### src/rtl/lwt_pkg.sv
// Package: shared types, constants and register indexes of the look-ahead waypoint tracker.
package lwt_pkg;

    localparam int MAX_WAYPOINTS = 64;
    localparam int IDX_W         = $clog2(MAX_WAYPOINTS);
    localparam int CNT_W         = $clog2(MAX_WAYPOINTS + 1);
    localparam int COORD_W       = 32;
    localparam int DIST_W        = 31;
    localparam int CFG_IDX_W     = 2;
    localparam int CFG_W         = DIST_W;
    localparam int SQ_W          = 2 * COORD_W;
    localparam int LIM_W         = 2 * DIST_W;
    localparam int SUM_W         = SQ_W + 2;

    localparam logic [DIST_W-1:0] LOOKAHEAD_RESET = DIST_W'(19661);

    typedef logic [CFG_IDX_W-1:0] cfg_index_t;

    localparam cfg_index_t REG_LOOKAHEAD     = 2'd0;
    localparam cfg_index_t REG_LOOP_MODE     = 2'd1;
    localparam cfg_index_t REG_IGNORE_HEIGHT = 2'd2;
    localparam cfg_index_t REG_WAYPOINT_CNT  = 2'd3;

    localparam logic KIND_LOAD     = 1'b0;
    localparam logic KIND_POSITION = 1'b1;

    typedef struct packed {
        logic                      kind;
        logic [IDX_W-1:0]          slot;
        logic signed [COORD_W-1:0] coord_x;
        logic signed [COORD_W-1:0] coord_y;
        logic signed [COORD_W-1:0] coord_z;
    } in_item_t;

    typedef struct packed {
        logic                      found;
        logic                      path_empty;
        logic [IDX_W-1:0]          target_index;
        logic signed [COORD_W-1:0] target_x;
        logic signed [COORD_W-1:0] target_y;
        logic signed [COORD_W-1:0] target_z;
    } out_item_t;

    typedef struct packed {
        logic             wr_en;
        logic             pos_load;
        logic             issue;
        logic             flush;
        logic [IDX_W-1:0] rd_addr;
        logic             out_load;
        logic             out_found;
        logic             out_empty;
        logic [IDX_W-1:0] out_index;
    } dp_cmd_t;

    typedef struct packed {
        logic             hit;
        logic [IDX_W-1:0] hit_index;
        logic             pipe_empty;
        logic [CNT_W-1:0] count;
        logic             loop_mode;
    } dp_status_t;

endpackage

### src/rtl/lwt_ctrl.sv
// Controller: handshakes, walk sequencing over the waypoint table and target index state.
module lwt_ctrl (
    input  logic                clk,
    input  logic                rst_n,
    input  logic                in_valid,
    output logic                in_stall,
    input  lwt_pkg::in_item_t   in_data,
    output logic                out_valid,
    input  logic                out_stall,
    input  lwt_pkg::dp_status_t status,
    output lwt_pkg::dp_cmd_t    cmd
);
    import lwt_pkg::*;

    typedef enum logic [1:0] {ST_IDLE, ST_WALK, ST_FETCH, ST_LOAD} state_t;

    state_t           state_reg, state_next;
    logic [CNT_W-1:0] iss_idx_reg, iss_idx_next;
    logic [CNT_W-1:0] iss_cnt_reg, iss_cnt_next;
    logic             iss_done_reg, iss_done_next;
    logic             found_reg, found_next;
    logic             empty_reg, empty_next;
    logic [IDX_W-1:0] final_reg, final_next;
    logic [IDX_W-1:0] target_reg, target_next;
    logic             out_valid_reg, out_valid_next;

    logic             in_accept;
    logic             wrap;
    logic [CNT_W-1:0] eff_idx;
    logic             can_issue;
    logic [CNT_W-1:0] last_idx;

    assign in_accept = in_valid && !in_stall;
    assign in_stall  = (state_reg != ST_IDLE);
    assign out_valid = out_valid_reg;
    assign wrap      = (iss_idx_reg >= status.count);
    assign eff_idx   = wrap ? '0 : iss_idx_reg;
    assign can_issue = !iss_done_reg && (iss_cnt_reg != status.count)
                     && !(wrap && !status.loop_mode);
    assign last_idx  = status.count - CNT_W'(1);

    always_comb
    begin
        state_next     = state_reg;
        iss_idx_next   = iss_idx_reg;
        iss_cnt_next   = iss_cnt_reg;
        iss_done_next  = iss_done_reg;
        found_next     = found_reg;
        empty_next     = empty_reg;
        final_next     = final_reg;
        target_next    = target_reg;
        out_valid_next = out_valid_reg && out_stall;

        cmd           = '0;
        cmd.wr_en     = in_accept && (in_data.kind == KIND_LOAD);
        cmd.pos_load  = in_accept && (in_data.kind == KIND_POSITION);
        cmd.rd_addr   = final_reg;
        cmd.out_found = found_reg;
        cmd.out_empty = empty_reg;
        cmd.out_index = final_reg;

        unique case (state_reg)
            ST_IDLE:
            begin
                if (cmd.pos_load)
                begin
                    found_next    = 1'b0;
                    iss_idx_next  = {{(CNT_W-IDX_W){1'b0}}, target_reg};
                    iss_cnt_next  = '0;
                    iss_done_next = 1'b0;
                    final_next    = target_reg;
                    if (status.count == '0)
                    begin
                        empty_next = 1'b1;
                        state_next = ST_LOAD;
                    end
                    else
                    begin
                        empty_next = 1'b0;
                        state_next = ST_WALK;
                    end
                end
            end
            ST_WALK:
            begin
                if (status.hit)
                begin
                    found_next = 1'b1;
                    final_next = status.hit_index;
                    cmd.flush  = 1'b1;
                    state_next = ST_FETCH;
                end
                else if (iss_done_reg && status.pipe_empty)
                begin
                    final_next = status.loop_mode ? eff_idx[IDX_W-1:0] : last_idx[IDX_W-1:0];
                    state_next = ST_FETCH;
                end
                else if (can_issue)
                begin
                    cmd.issue    = 1'b1;
                    cmd.rd_addr  = eff_idx[IDX_W-1:0];
                    iss_idx_next = eff_idx + CNT_W'(1);
                    iss_cnt_next = iss_cnt_reg + CNT_W'(1);
                end
                else
                begin
                    iss_done_next = 1'b1;
                end
            end
            ST_FETCH:
            begin
                target_next = final_reg;
                state_next  = ST_LOAD;
            end
            ST_LOAD:
            begin
                if (!out_valid_reg || !out_stall)
                begin
                    cmd.out_load   = 1'b1;
                    out_valid_next = 1'b1;
                    state_next     = ST_IDLE;
                end
            end
            default: state_next = ST_IDLE;
        endcase
    end

    always_ff @(posedge clk or negedge rst_n)
    begin
        if (!rst_n)
        begin
            state_reg     <= ST_IDLE;
            iss_idx_reg   <= '0;
            iss_cnt_reg   <= '0;
            iss_done_reg  <= 1'b0;
            found_reg     <= 1'b0;
            empty_reg     <= 1'b0;
            final_reg     <= '0;
            target_reg    <= '0;
            out_valid_reg <= 1'b0;
        end
        else
        begin
            state_reg     <= state_next;
            iss_idx_reg   <= iss_idx_next;
            iss_cnt_reg   <= iss_cnt_next;
            iss_done_reg  <= iss_done_next;
            found_reg     <= found_next;
            empty_reg     <= empty_next;
            final_reg     <= final_next;
            target_reg    <= target_next;
            out_valid_reg <= out_valid_next;
        end
    end

    a_hit_only_in_walk: assert property (@(posedge clk) disable iff (!rst_n)
        status.hit |-> state_reg == ST_WALK)
        else $error("distance hit outside of a walk");

    a_issue_in_range: assert property (@(posedge clk) disable iff (!rst_n)
        cmd.issue |-> {{(CNT_W-IDX_W){1'b0}}, cmd.rd_addr} < status.count)
        else $error("table read issued beyond the waypoint count");

    a_walk_bounded: assert property (@(posedge clk) disable iff (!rst_n)
        state_reg == ST_WALK |-> iss_cnt_reg <= status.count)
        else $error("walk covered more entries than the path holds");

    a_load_gives_valid: assert property (@(posedge clk) disable iff (!rst_n)
        cmd.out_load |=> out_valid)
        else $error("result load did not raise the output valid");

endmodule

### config.mk
export PLATFORM = sky130hd
export DESIGN_NAME = lwt_ctrl
export DESIGN_NICKNAME = d
export VERILOG_FILES = /design/src/rtl/lwt_pkg.sv /design/src/rtl/lwt_ctrl.sv
export SDC_FILE = /design/constraint.sdc
export NUM_CORES = 1
export LEC_CHECK = 0
export ABC_AREA = 1
export BUFFER_PORTS_ARGS = -buffer_cell sky130_fd_sc_hd__buf_2
export CORE_UTILIZATION = 41
export CTS_BUF_LIST = sky130_fd_sc_hd__clkbuf_4 sky130_fd_sc_hd__clkbuf_8
export CTS_CLUSTER_DIAMETER = 80
export CTS_CLUSTER_SIZE = 12
export DETAILED_ROUTE_END_ITERATION = 10
export PLACE_DENSITY = 0.86
export SETUP_SLACK_MARGIN = 0.2
export SLEW_MARGIN = 20
export SYNTH_ARGS = -nofsm -noshare
export SYNTH_HDL_FRONTEND = slang
export SYNTH_SLANG_ARGS = --single-unit
### constraint.sdc
create_clock -name clk -period 2.2 [get_ports clk]
set_input_delay 0 -clock clk [delete_from_list [all_inputs] [get_ports clk]]
set_output_delay 0 -clock clk [all_outputs]
set_load 0.01 [all_outputs]
==> impl_results.md <==
- Top delay family on crit path: simple AND/OR/NAND/NOR gates
- Placed cell areas: 2740 sq um
- Startpoint Class: flop
- Final hold violations: 0
- Worst rel slew slack: 47.7%
- Clock latency on the worst-skew pair: 300 ps
- Post-synthesis sequential area ratio: between 30% and 40%
- Critical Path Most Common Cell: nand2_1
- Final setup margin: -36.9 ps
- Peak Freq: approximately 450 MHz
- Post-synth EDFFs: 0
- FP Rows: 27
- Post-Syn Nets: 478
- Syn. warnings: 0
- Final Cell Area: 3320 sq um
- Initial antenna violation count: 0
- Inserted Clock Buffers: 5
- Outcome: finished with violations
- DRC viols: 0
- Crit Path Max Fanout: 5
- Cells after Synth: ~340
- WS Path Type: flop to flop
- First-pass detailed-route iteration total: 5
- Hold Path Class: input port to flop
- Gr usage total: around 25%
- Worst Tran Pin Value: 784 ps
- Setup TNS: -36.9 ps
- Wire per inst: 16.3 um
- Initial detailed-routing violation count: 349
- Clk pin slew, worst setup/hold paths: 80 ps
- Fraction of layout cells with a size suffix above 1: 33.5%
- Post-Syn Area: 2400 sq um
- #FFs+latches synth: 32
- Final Max Slew Viols: 0
- Die H: 78.5 um
- Synth async-reset ratio: 100%
- CTS Sinks: 32
- Core area: 5570 sq um
- CTS Root Cell: clkbuf_8
- RD Place Congestion: 0.932
- Hpwl dp: between 4000 and 5000 um
- Area of the die: 6160 sq um
- Period utilization: 102%
- ANT cells: 0
- VDD IR max: 0.968 mV
- CP Buf/Inv Count: 4
- Slowest-stage cell, CP: dfrtp_1
- Detailed Route WL: roughly 8000 um
- Final min period: 2240 ps
- Leakage: around 0.0017 uW
- Worst path required time: 2440 ps
- Pwr Density: 1410 nW/um^2
- P&R area growth vs syn: 38.6%
- Max-Cap Viols: 0
- Total instance count after detailed placement: 457
- Via count: ~2900
- CP Cell Sequence: inv_2 -> ha_4 -> inv_2 -> nand2_1 -> nand2_1 -> nand2_2 -> nand2_4 -> nand2_8 -> buf_12 -> nor2_4 -> ha_4 -> nand2_4 -> inv_2 -> nand4_1 -> nand2_1 -> nand3_1 -> nand2_1 -> nand2_1 -> nand2_1
- Initial cell density of the core: 43.0%
- Die Width: 78.5 um
- Post-route ant nets: 0
- Violated checks: setup timing
- Mean Syn Cell Area: 7.07 sq um
- Worst clock skew: ~10 ps
- RSZ-0062 raised after global routing: true
- Gr ovfl total: 0
- Clock Tree Buf Depth: 2
- CP peak stage delay: slightly above 400 ps
- Number of global-route vias before repair: around 2600
- Largest net degree at the start of global routing: 33
- WP data arrival: 2480 ps
- CP endpoint kind: flop
- Port-buffer cells: 41
- Finished Layout Cells: 493
- CTS tree: done
- Ports: 144
- Util after Layout: 59.6%
- Final net count: 559
- Global-route wire length before repair: 11900 um
- Vias per cell: 5.82
- Distinct cell type count after synthesis: 37
- Post-synth top flop: dfrtp_1
- H-Tree Depth: 2
- Final setup fails: 1
-- stage by stage --
step	power (uW)	worst slack, ps	hold slack [ps]
final	4690	-36.9	10.3
after global routing	4950	-159	18.9
after CTS	4050	124	8.01
after detailed placement	3090	40.9	114
after global placement	2990	96.3	102
after floorplan	2450	201	-296
-- cell usage after synthesis (2+ instances only) --
cell      count  area [sq um]
a21oi_1      16          80.1
nor3_1        2          10.0
nand2_2       2          12.5
nand4_1       4          25.0
o21bai_1      2          15.0
ha_1         16           200
inv_1        41           154
nand2_1     114           428
o21ai_0      28           140
buf_4         2          15.0
clkbuf_1      2          7.51
mux2_2        4          45.0
nor2_1       28           105
nand3_1      12          60.1
xor2_1        7          61.3
a31oi_1       2          12.5
a221oi_1      5          43.8
nor2_4        2          22.5
dfrtp_1      32           801
-- cells in the final DEF, fill, tap and decap left out, types with 3 or more instances in the layout --
cell,Yosys,layout
o21ai_0,28,15
o21ai_1,1,11
a221oi_1,5,5
mux2_2,4,4
buf_4,2,33
ha_4,0,7
nor2_4,2,3
buf_2,1,40
a21oi_1,16,15
nand3_1,12,11
nand2_2,2,10
nand2_1,114,100
nand4_1,4,4
ha_1,16,9
clkbuf_8,0,7
buf_6,0,4
xor2_1,7,7
o21ai_2,0,3
nor2_2,1,5
inv_2,1,8
inv_1,41,33
nand2_4,1,7
dfrtp_1,32,32
nor2_1,28,23
-- worst reg2reg max path, stage by stage (launching register included) --
cell and delay [ps]:
dfrtp_1 410, inv_2 100, ha_4 200, inv_2 40, nand2_1 40, nand2_1 80, nand2_2 90, nand2_4 110
nand2_8 80, buf_12 140, nor2_4 130, ha_4 170, nand2_4 60, inv_2 50, nand4_1 80, nand2_1 100
nand3_1 100, nand2_1 90, nand2_1 60, nand2_1 60
-- routing by layer --
metal / vias to the layer above / GRT usage, % / wire length (um)
met5: - / 0 / 0
met4: 0 / 10.7 / 423
met3: 54 / 5.35 / 815
met2: 209 / 41.1 / 3700
met1: 1342 / 30.7 / 3080
li1: 1264 / - / -
-- final cells by class --
type,instances,area (sq um)
inverter,43,165
clock buffer,7,96.3
multi-input combinational,258,1610
timing repair buffer,80,533
fill,454,2250
clock inverter,1,30.0
sequential,32,801
tap,72,90.1
-- power by group --
part	switching, uW	internal (uW)
combinational	1780	1260
sequential	186	812
clock	246	400
total	2210	2480
-- worst paths after layout --
kind                       slack, ps            from  cells past startpoint        endpoint
setup reg to reg                 -40  iss_idx_reg[0]                     19  iss_idx_reg[4]
setup / recovery                 -40  iss_idx_reg[0]                     19  iss_idx_reg[4]
hold / removal                    10      status[12]                      3    final_reg[3]
max in group asynchronous       1380           rst_n                      2   target_reg[5]
hold reg to reg                  490       found_reg                      2       found_reg
min in group asynchronous        300           rst_n                      2  iss_idx_reg[6]
-- cells by family after synthesis --
family / after synthesis / synth area share [%]
buf+inv: 50 / 8.66
flops: 32 / 33.4
xor+xnor: 7 / 2.56
compound gates: 60 / 14.9
simple gates: 170 / 30.3
fa+ha+maj: 16 / 8.35
mux: 4 / 1.88
-- timing repair --
item / 4_1_cts / 5_1_grt
hold buffers: 2 / 0
resized for setup: 29 / 38
endpoints found under the hold margin: 33 / 0
cloned: 0 / 1
setup endpoints to repair: 14 / 24
pin swaps: 7 / 26
buffers inserted: 13 / 12
(Power assumes the default switching activity.)
